===== src/hdl/lskv_pkg.sv =====
// Shared types and constants for the linear-search key-value table.
// Used by every module under hdl; depends on nothing.
package lskv_pkg;

    localparam int DEF_CAPACITY    = 1024;
    localparam int DEF_KEY_WIDTH   = 32;
    localparam int DEF_VALUE_WIDTH = 32;

    // Widest slot index for the largest supported capacity (65536 entries).
    localparam int SLOT_W  = 16;
    localparam int DATA_W  = 32;
    localparam int COUNT_W = 11;

    typedef logic [SLOT_W-1:0]  t_slot;
    typedef logic [DATA_W-1:0]  t_data;
    typedef logic [COUNT_W-1:0] t_count;

    typedef enum logic [1:0] {
        OP_ACCESS = 2'd0,
        OP_LOOKUP = 2'd1,
        OP_ERASE  = 2'd2,
        OP_CLEAR  = 2'd3
    } t_opcode;

    typedef enum logic [1:0] {
        ST_OK      = 2'd0,
        ST_MISSING = 2'd1,
        ST_EMPTY   = 2'd2,
        ST_FULL    = 2'd3
    } t_status;

    typedef struct packed {
        t_opcode            opcode;
        logic signed [31:0] key;
        logic               write_enable;
        t_data              write_data;
    } t_req;

    typedef struct packed {
        t_data   read_data;
        logic    found;
        t_status status;
        t_count  entry_count;
    } t_rsp;

    // Update command broadcast to every cell of the chain.
    typedef struct packed {
        logic  write;  // load key/value into the cell at slot
        logic  shift;  // cells at or above slot take their upper neighbor
        t_slot slot;
    } t_cell_ctl;

endpackage


===== src/hdl/lskv_cell.sv =====
// One entry cell of the table chain: holds a key and a value, flags a match.
// Depends on lskv_pkg.
module lskv_cell #(
    parameter int INDEX       = 0,
    parameter int KEY_WIDTH   = lskv_pkg::DEF_KEY_WIDTH,
    parameter int VALUE_WIDTH = lskv_pkg::DEF_VALUE_WIDTH,
    parameter int CNT_W       = 11
) (
    input  logic                   i_clk,
    input  logic [CNT_W-1:0]       i_count,
    input  logic [KEY_WIDTH-1:0]   i_cmp_key,
    input  lskv_pkg::t_cell_ctl    i_ctl,
    input  logic [KEY_WIDTH-1:0]   i_wr_key,
    input  logic [VALUE_WIDTH-1:0] i_wr_value,
    input  logic [KEY_WIDTH-1:0]   i_up_key,
    input  logic [VALUE_WIDTH-1:0] i_up_value,
    output logic [KEY_WIDTH-1:0]   o_key,
    output logic [VALUE_WIDTH-1:0] o_value,
    output logic                   o_hit
);

    localparam lskv_pkg::t_slot MY_SLOT = lskv_pkg::t_slot'(INDEX);

    logic [KEY_WIDTH-1:0]   r_key;
    logic [VALUE_WIDTH-1:0] r_value;
    logic                   w_occupied;

    assign w_occupied = CNT_W'(INDEX) < i_count;
    assign o_hit      = w_occupied && (r_key == i_cmp_key);
    assign o_key      = r_key;
    assign o_value    = r_value;

    always_ff @(posedge i_clk) begin
        if (i_ctl.write && (i_ctl.slot == MY_SLOT)) begin
            r_key   <= i_wr_key;
            r_value <= i_wr_value;
        end else if (i_ctl.shift && (MY_SLOT >= i_ctl.slot)) begin
            // close the gap left by an erased entry
            r_key   <= i_up_key;
            r_value <= i_up_value;
        end
    end

endmodule


===== config.mk =====
export PLATFORM = sky130hd
export DESIGN_NAME = lskv_cell
export DESIGN_NICKNAME = d
export VERILOG_FILES = /design/src/hdl/lskv_pkg.sv /design/src/hdl/lskv_cell.sv
export SDC_FILE = /design/constraint.sdc
export NUM_CORES = 1
export LEC_CHECK = 0
export BUFFER_PORTS_ARGS = -buffer_cell sky130_fd_sc_hd__clkbuf_2
export CAP_MARGIN = 5
export CORE_MARGIN = 2
export CORE_UTILIZATION = 35
export DETAILED_ROUTE_END_ITERATION = 7
export GPL_ROUTABILITY_DRIVEN = 0
export PLACE_DENSITY = 0.76
export SETUP_SLACK_MARGIN = 0.1
export SYNTH_ARGS = -nofsm -noshare
export SYNTH_HDL_FRONTEND = slang
export SYNTH_SLANG_ARGS = --single-unit

===== constraint.sdc =====
create_clock -name i_clk -period 3.4 [get_ports i_clk]
set_clock_uncertainty 0.1 [all_clocks]
set_input_delay 0.51 -clock i_clk [delete_from_list [all_inputs] [get_ports i_clk]]
set_output_delay 0.51 -clock i_clk [all_outputs]
set_load 0.01 [all_outputs]

* Word-level counts from Yosys, hierarchy flattened
Cells that the tools add are included.
** Storage, ports and cells
- Register bits after elaboration :: 64
- Logic and storage cells :: 14
- Output and inout port bits :: 65
- Input port bits :: 190
** Cells by class
- Reductions and logical operators :: 5
- Equality and inequality tests :: 1
- Muxes and demuxes :: 4
- Magnitude comparators :: 2
** Operator list (number)
- $mux W32 :: 4
- $eq A32 B32 Y1 :: 1
- $ge A1 B16 Y1 const A :: 1
- $logic_not A16 Y1 :: 1
- $lt A1 B11 Y1 const A :: 1
- $logic_and A1 B1 Y1 :: 3
- $reduce_bool A2 Y1 :: 1

* Logic depth before layout (Yosys ltp)
- Depth after elaboration :: 4
- Gate-level depth with buffers :: 5

* Worst setup path before layout
No wires, ideal clock.
- Kind :: input to register
- From :: input port i_ctl[4] in the netlist's numbering
- To :: register r_key[0] (netlist: o_key[0]) (enable)
- Required time :: 2873 ps
- Buffers on the path :: 0
- Path slack :: 34 ps
- Cell stages on the path :: 3
- Data arrival time :: 2839 ps
- Setup time :: 427 ps
- Cell sequence :: or4_1 > nor2_1 > o2111a_1
** Between the ends
- Word-level cells in the longest chain between the ends :: 3
** Ends and longest elaborated chain
- start, declared :: RTL line lskv_cell.sv:12 : input lskv_pkg::t_cell_ctl i_ctl,
- $ge A1 B16 Y1 / $logic_not A16 Y1 (equally long branches) :: RTL line lskv_cell.sv:37, lskv_cell.sv:34
- $logic_and A1 B1 Y1, on equally long branches :: RTL line lskv_cell.sv:37, lskv_cell.sv:34
- $reduce_bool A2 Y1 (no source line) (*)
- end signal, assigned :: RTL line lskv_cell.sv:35 : r_key <= i_wr_key;
- end signal, assigned :: RTL line lskv_cell.sv:39 : r_key <= i_up_key;
- end, declared :: RTL line lskv_cell.sv:24 : logic [KEY_WIDTH-1:0] r_key;
Mark *: on every way between the ends. The rest lies on a longest branch, timed or not.
A chain may end at the register's enable or synchronous reset.

* Final worst setup path
- From :: register r_key[29] (netlist: o_key[29])
- To :: output port o_hit
** Between the ends
- Word-level cells in the longest chain between the ends :: 2
** Ends and longest elaborated chain
- $eq A32 B32 Y1 :: RTL line lskv_cell.sv:29 : assign o_hit = w_occupied && (r_key == i_cmp_key);
- $logic_and A1 B1 Y1 :: RTL line lskv_cell.sv:29
- end, declared :: RTL line lskv_cell.sv:19 : output logic o_hit
No other way between the ends.

==> results.json <==
{
  "vias_per_cell": 4.610,
  "ys_types": 14,
  "total_detailed_routing_wirelength_microns": 8126,
  "yosys-mux-area-fraction": 0.2292,
  "synth_xor_xnor_area_share": 0.08914,
  "setup.worst_path.class": "reg2out",
  "area.sequential_sq_um": 1922,
  "die_area_sq_um": 9757,
  "fin_hold_ws_ns": 0.3537,
  "path_clk_slew_ns": 0.08,
  "remaining_global_route_overflow": 0,
  "final_period_minus_worst_setup_slack_ns": 2.541,
  "critical_path.max_fanout": 2,
  "synth_top_cell_area_share": 0.6112,
  "io-pin-count": 255,
  "cts_tree": "done",
  "achievable-frequency_mhz": 393.5,
  "synth_top_family_by_area": "multiplexers",
  "largest_area_contributor_in_the_netlist": "sky130_fd_sc_hd__edfxtp_1",
  "antenna_cells": 0,
  "setup-violations-final": 0,
  "multi_input_area_sq_um": 1156,
  "worst_slew_margin_rel": 0.4553,
  "min_period_over_period": 0.7474,
  "post_synth_instance_area_sq_um": 3144,
  "worst_ep_required_time_ns": 2.79,
  "synth-edff-count": 64,
  "io_buffers": 254,
  "die-width_microns": 98.78,
  "post_synth_inst_count": 188,
  "cell_pwr_density_nw_per_um2": 351.3,
  "drc_errors": 0,
  "vdd.ir_drop.worst_v": 0.0001951,
  "drtPass1Iterations": 4,
  "timing.critical_path.slowest_stage_cell": "sky130_fd_sc_hd__edfxtp_1",
  "setup_repair_after_global_routing_missed_its_margin": "false",
  "detailroute.via_count": 2591,
  "synth_nets": 378,
  "finish.net_count": 639,
  "yosys.area_share.simple": 0.04536,
  "dominantRegCellSynth": "sky130_fd_sc_hd__edfxtp_1",
  "leading_post_synthesis_cells_by_cell_area": "sky130_fd_sc_hd__edfxtp_1 61%, sky130_fd_sc_hd__mux2_1 21%, sky130_fd_sc_hd__xor2_1 6.7%, sky130_fd_sc_hd__xnor2_1 2.2%, sky130_fd_sc_hd__nor4_1 2.2%",
  "worst_path_largest_cell_delay_ns": 0.41,
  "detailedPlacementHpwl_microns": 6532,
  "holdCritPathClass": "in2reg",
  "critPathMostFrequentCell": "sky130_fd_sc_hd__nor4_1",
  "ys_top_cells_by_count": "64 x sky130_fd_sc_hd__edfxtp_1, 60 x sky130_fd_sc_hd__mux2_1, 24 x sky130_fd_sc_hd__xor2_1",
  "groute.usage.overall": 0.1668,
  "areaGrowthSynthToFinish_pct": 49.46,
  "synth_seq_area_share": 0.6112,
  "grt_antenna_before_repair": 0,
  "synth-seq-cells": 64,
  "post_synth_adder_cell_area": 0,
  "timing.critical_path.to_type": "output port",
  "die_y_microns": 98.78,
  "drt_initial_violations": 42,
  "design.core.area_sq_um": 8721,
  "post_cts_resized": 0,
  "drive_above_1_share": 0.6101,
  "slew_violations": 0,
  "p_leak_uw": 0.002141,
  "first_global_vias": 2813,
  "postCtsSetupBuffers": 0,
  "fin_setup_tns_ns": 0,
  "count_of_antenna_violating_nets_left_after_detailed_routing": 0,
  "drv_cap": 0,
  "wire_per_inst_microns": 14.46,
  "tritoncts.num_buffers": 9,
  "grt_pass1_wl_microns": 12800,
  "worst_slew_pin_slew_ns": 0.8171,
  "nature_of_the_critical_path_startpoint": "flop",
  "hold_buf_cts": 0,
  "status": "finished, final reports clean",
  "worst_ep_arrival_time_ns": 1.93,
  "finalHoldViolCount": 0,
  "synth_compound_area_frac": 0.003581,
  "cts.path.max_buffers": 2,
  "cts_sink_count": 64,
  "fill_cells": 765,
  "std_cell_rows": 34,
  "async_flop_share": 0,
  "ctsRootBufferMaster": "sky130_fd_sc_hd__clkbuf_8",
  "yosys_warnings": 0,
  "synthesis.area_per_instance_sq_um": 16.72,
  "initial_utilization": 0.3605,
  "post-synth-top-count-cell": "sky130_fd_sc_hd__edfxtp_1",
  "cp_cell_sequence": "xor2_1 -> nor4_1 -> nand4_1 -> nor4_1 -> clkbuf_2",
  "grt_max_degree": 65,
  "cts.htree.levels": 3
}
[layout by cell type, fill, tap and decap left out, types with 2 or more instances in the layout]
cell                           n
sky130_fd_sc_hd__nand3_1       2
sky130_fd_sc_hd__mux2_2        4
sky130_fd_sc_hd__xnor2_1       8
sky130_fd_sc_hd__clkinv_2      3
sky130_fd_sc_hd__clkbuf_2    254
sky130_fd_sc_hd__clkbuf_8      9
sky130_fd_sc_hd__nand4_1       3
sky130_fd_sc_hd__edfxtp_1     64
sky130_fd_sc_hd__clkinvlp_4    2
sky130_fd_sc_hd__mux2_1       60
sky130_fd_sc_hd__xor2_1       24
sky130_fd_sc_hd__or4_1         2
sky130_fd_sc_hd__nor4_1       11
[final timing paths]
path    startpoint         to  slack (ns)  cells after the start
max      o_key[29]      o_hit        0.86                      5
min   i_wr_key[21]  o_key[21]        0.35                      2
[critical path, delay by kind of cell (launching register included)]
family                 cells  cell delay [ns]
XOR/XNOR                   1             0.16
buffers and inverters      1             0.19
flip-flops                 1             0.41
AND/OR/NAND/NOR            3             0.85
[per-stage QoR]
| stage | area, sq um | setup slack, ns | instances | util | power (uW) |
|---|---|---|---|---|---|
| final | 4700 | 0.8588 | 562 | 0.5389 | 1651 |
| after detailed placement | 4512 | 0.7382 | 546 | 0.5174 | 1041 |
| after CTS | 4700 | 0.8302 | 562 | 0.5389 | 1677 |
| after global placement | 4512 | 0.7867 | 546 | 0.5174 | 1035 |
| after global routing | 4700 | 0.7240 | 562 | 0.5389 | 1729 |
| after floorplan | 3146 | 0.6862 | 188 | - | 927.4 |
[state kept, by name (all words and copies together), names as in the netlist]
register and cells:
o_value 32, o_key 32
[routing by layer]
layer,track usage,up-vias,routed length [microns]
li1,-,1253,-
met1,0.1782,1172,2904
met2,0.3015,153,4256
met3,0.06241,13,820
met4,0.05690,0,145
met5,0,-,0
[cell families after synthesis]
kind of cell | Yosys count
muxes | 64
DFF | 64
xor gates and xnor gates | 32
and+or+nand+nor | 21
buffers and inverters | 6
AOI/OAI and AO/OA | 1
[power by group]
part	switching [uW]	internal, uW	total [uW]
registers	0.00802	867	867
clock network	293	335	628
logic	48.7	107	156
total	342	1310	1650
[cell type report]
class	instances	share of cell area
flip-flops and latches	64	0.4089
repair buffers	256	0.2764
multi-input cells	118	0.2460
well taps	108	0.02875
clock buffers	10	0.02716
clock inverters	6	0.01278
Note: power is estimated with default switching activity, not from simulation.
